### src/design/biq_fifo.sv
module biq_fifo #(
    parameter int WIDTH = 8,
    parameter int DEPTH = 4,
    localparam int CNT_W = $clog2(DEPTH + 1)
) (
    input  logic             aclk,
    input  logic             aresetn,
    input  logic             push,
    input  logic [WIDTH-1:0] push_data,
    input  logic             pop,
    output logic [WIDTH-1:0] pop_data,
    output logic             full,
    output logic             not_empty,
    output logic [CNT_W-1:0] count
);

    localparam int PTR_W = (DEPTH > 1) ? $clog2(DEPTH) : 1;

    logic [WIDTH-1:0] mem_reg [DEPTH];
    logic [PTR_W-1:0] wr_ptr_reg, wr_ptr_next;
    logic [PTR_W-1:0] rd_ptr_reg, rd_ptr_next;
    logic [CNT_W-1:0] count_reg, count_next;

    assign full      = (count_reg == CNT_W'(DEPTH));
    assign not_empty = (count_reg != '0);
    assign count     = count_reg;
    assign pop_data  = mem_reg[rd_ptr_reg];

    always_comb begin
        wr_ptr_next = wr_ptr_reg;
        rd_ptr_next = rd_ptr_reg;
        count_next  = count_reg;
        if (push) begin
            wr_ptr_next = (wr_ptr_reg == PTR_W'(DEPTH - 1)) ? '0 : wr_ptr_reg + 1'b1;
        end
        if (pop) begin
            rd_ptr_next = (rd_ptr_reg == PTR_W'(DEPTH - 1)) ? '0 : rd_ptr_reg + 1'b1;
        end
        case ({push, pop})
            2'b10: count_next = count_reg + 1'b1;
            2'b01: count_next = count_reg - 1'b1;
            default: count_next = count_reg;
        endcase
    end

    always_ff @(posedge aclk) begin
        if (!aresetn) begin
            wr_ptr_reg <= '0;
            rd_ptr_reg <= '0;
            count_reg  <= '0;
        end else begin
            wr_ptr_reg <= wr_ptr_next;
            rd_ptr_reg <= rd_ptr_next;
            count_reg  <= count_next;
        end
    end

    always_ff @(posedge aclk) begin
        if (push) begin
            mem_reg[wr_ptr_reg] <= push_data;
        end
    end

    a_no_overflow: assert property (@(posedge aclk) disable iff (!aresetn)
        !(push && full))
        else $error("item written into a full queue");

    a_no_underflow: assert property (@(posedge aclk) disable iff (!aresetn)
        pop |-> not_empty)
        else $error("item taken from an empty queue");

endmodule

### config.mk
export PLATFORM = sky130hd
export DESIGN_NAME = biq_fifo
export DESIGN_NICKNAME = d
export VERILOG_FILES = /design/src/design/biq_fifo.sv
export SDC_FILE = /design/constraint.sdc
export NUM_CORES = 1
export LEC_CHECK = 0
export ABC_AREA = 1
export BUFFER_PORTS_ARGS = -buffer_cell sky130_fd_sc_hd__buf_2
export CAP_MARGIN = 20
export CORE_MARGIN = 1
export CORE_UTILIZATION = 30
export CTS_CLUSTER_DIAMETER = 60
export DETAILED_ROUTE_END_ITERATION = 7
export GPL_ROUTABILITY_DRIVEN = 0
export GPL_TIMING_DRIVEN = 0
export PLACE_DENSITY = 0.49
export SYNTH_ARGS = -nofsm -noshare
export SYNTH_HDL_FRONTEND = slang
export SYNTH_SLANG_ARGS = --single-unit
export TNS_END_PERCENT = 100
### constraint.sdc
create_clock -name aclk -period 1.22 [get_ports aclk]
set_clock_uncertainty 0.05 [all_clocks]
set_input_delay 0.122 -clock aclk [delete_from_list [all_inputs] [get_ports aclk]]
set_output_delay 0.122 -clock aclk [all_outputs]
set_load 0.02 [all_outputs]
==> reports/metrics.yaml <==
flow_run:
  drv_cap: 0
timing:
  grt_setup_unrepaired: "yes"
  slew_headroom_pct: 84.3
  maxSlewViolCount: 0
  worst_slack_ns: -0.233
  worst_pin_slew_ns: 0.235
  fmax_mhz: 688
  whs_ns: 0.00542
  hold_viol: 0
  final_min_period_over_clock_period_pct: 119
  setup_viol: 32
  post-route-min-period_ns: 1.45
layout:
  largest_reg_flops: 32
  layout_common_cells: "edfxtp_1 (32), nor2_1 (17), buf_2 (17)"
  drive_gt1_share_pct: 49.5
  syn_to_final_growth_pct: 43.9
  design_area_um2: 2390
  mostFrequentLayoutCell: "edfxtp_1"
  multiInputGateArea_um2: 614
  nNetsFinal: 202
  final_core_util_pct: 45.9
  nFillCells: 494
  num_antenna_cells: 0
  seq_area_um2: 1160
detailed_routing:
  vias: 1161
  viasPerCell: 4.57
  first_pass_iters: 4
  wirelength_mm: 3.47
  drcViolationCount: 0
  drt_iter0_markers: 45
  ant_nets: 0
  routedWlPerCell_um: 13.7
global_route:
  grtUsageTotal_pct: 12.8
  grt_max_degree: 13
  grt_pass1_vias: 1145
  grt_pass1_wl_mm: 5.55
  antenna_found_initial: 0
  grt_overflow: 0
logic_synthesis:
  avgSynthCellArea_um2: 12.1
  yosysWarnings: 0
  yosys.area_share.adder_pct: 5.72
  syn-cell-area_um2: 1660
  syn_inst: 137
  ys_ff_latch: 41
  synth-compound-area-share_pct: 9.79
  post_synth_mux_area_share_pct: 0
  ys_seq_area_share_pct: 68.7
  ys_types: 19
  synth_top_family_by_area: "simple AND/OR/NAND/NOR gates"
  synth-xor-area-share_pct: 1.05
  synthSimpleGateAreaFrac_pct: 10.0
  synth_nets: 156
clock_tree:
  cts.clk_slew.worst_paths_ns: 0.07
  htreeDepth: 2
  cts_tree: "built"
  cts_buffers: 5
  clock_latency_ns: 0.29
  clockRootBuffer: "clkbuf_8"
  clockBufferDepth: 2
  clock-sinks: 41
power:
  p_per_area_nw_per_um2: 1320
  power_uw: 3150
  vdd_ir_drop_max_v: 0.000561
  p_leak_uw: 0.000888
floorplanning:
  die_y_um: 76.4
  dieArea_um2: 5840
  num_io_pins: 25
  start_util_pct: 31.9
  rows: 26
  design.core.area_um2: 5200
  die_w_um: 76.4
status:
  violations: "negative setup slack"
  status: "finished with violations"
critical_path:
  required_ns: 1.05
  endpoint_kind: "primary output"
  critical_path_class: "register to primary output"
  r2r-start: "wr_ptr_reg[0]$_SDFFE_PN0P_"
  path_max_fanout: 7
  arrival_ns: 1.28
  start_kind: "register"
min_path:
  hold_path.startpoint: "push_data[1]"
  min_path_type: "input port to register"
placement:
  dpl.hpwl_mm: 2.19
  place_area_um2: 1870
  io_buffers: 24
[power by group]
group	total [uW]	leakage, uW	switching, uW	internal, uW
Clock	813	0.0000430	429	385
Sequential	1670	0.000373	72.0	1600
Combinational	672	0.000472	364	307
Total	3150	0.000888	865	2290
[critical path, cell delays in order, from the launching register on]
cell and delay (ns):
dfxtp_4 0.41, buf_8 0.14, buf_12 0.12, nor2_4 0.03
o22ai_1 0.10, buf_2 0.18
[area by class of cell]
class	instances	share of cell area, %
Sequential cell	41	48.7
Timing Repair Buffer	38	13.2
Inverter	15	3.72
Multi-Input combinational cell	79	25.7
Tap cell	70	3.66
Clock buffer	5	2.88
Timing Repair inverter	1	0.314
Clock inverter	3	0.523
Buffer	2	1.26
[what timing repair did]
action,in CTS,in global routing
pin swaps,14,11
cloned,2,0
hold buffers,5,1
endpoints found under the setup margin,42,40
resized for setup,68,25
hold endpoints to repair,20,4
buffers inserted,6,1
[cells by family after synthesis]
| logic type | Yosys count |
|---|---|
| fa+ha+maj | 7 |
| compound gates | 29 |
| xor+xnor | 2 |
| buf+inv | 17 |
| simple gates | 41 |
| flops | 41 |
[cell usage after synthesis]
master	number	share of area, %
dfxtp_1	9	11
nor2_1	24	5.4
inv_1	14	3.2
nor2_2	3	1.1
edfxtp_1	32	58
ha_1	6	4.5
xnor2_1	1	0.53
o21ai_1	2	0.60
o22ai_1	8	3.0
nand4_1	1	0.38
buf_6	2	1.4
inv_2	1	0.23
xor2_1	1	0.53
o21ai_0	15	4.5
a21oi_1	2	0.60
o21ai_2	2	1.1
nor3_1	2	0.60
nand2_1	11	2.5
fa_1	1	1.2
[layer usage]
layer	vias to the layer above	track usage (%)	wire length, um
met5	-	0	0
met4	0	5.77	58
met3	7	3.59	113
met2	19	21.5	1850
met1	570	15.0	1450
li1	565	-	-
[stage by stage]
stage | setup slack [ns] | std cells | TNS [ns]
after floorplan | -0.0445 | 137 | -0.0445
final | -0.233 | 254 | -2.16
after global placement | -0.224 | 231 | -4.92
after global routing | -0.284 | 254 | -3.65
after CTS | -0.251 | 252 | -2.45
after detailed placement | -0.307 | 231 | -5.33
[worst paths after layout]
kind | cells after the start | slack (ns) | endpoint
hold reg to reg | 2 | 0.46 | count[2]$_SDFFE_PN0P_
hold / removal | 1 | 0.005 | mem_reg[1][1]$_DFFE_PP_
setup / recovery | 5 | -0.23 | pop_data[3]
setup reg to reg | 4 | -0.05 | mem_reg[1][5]$_DFFE_PP_
Note: power is estimated with default switching activity, not from simulation.
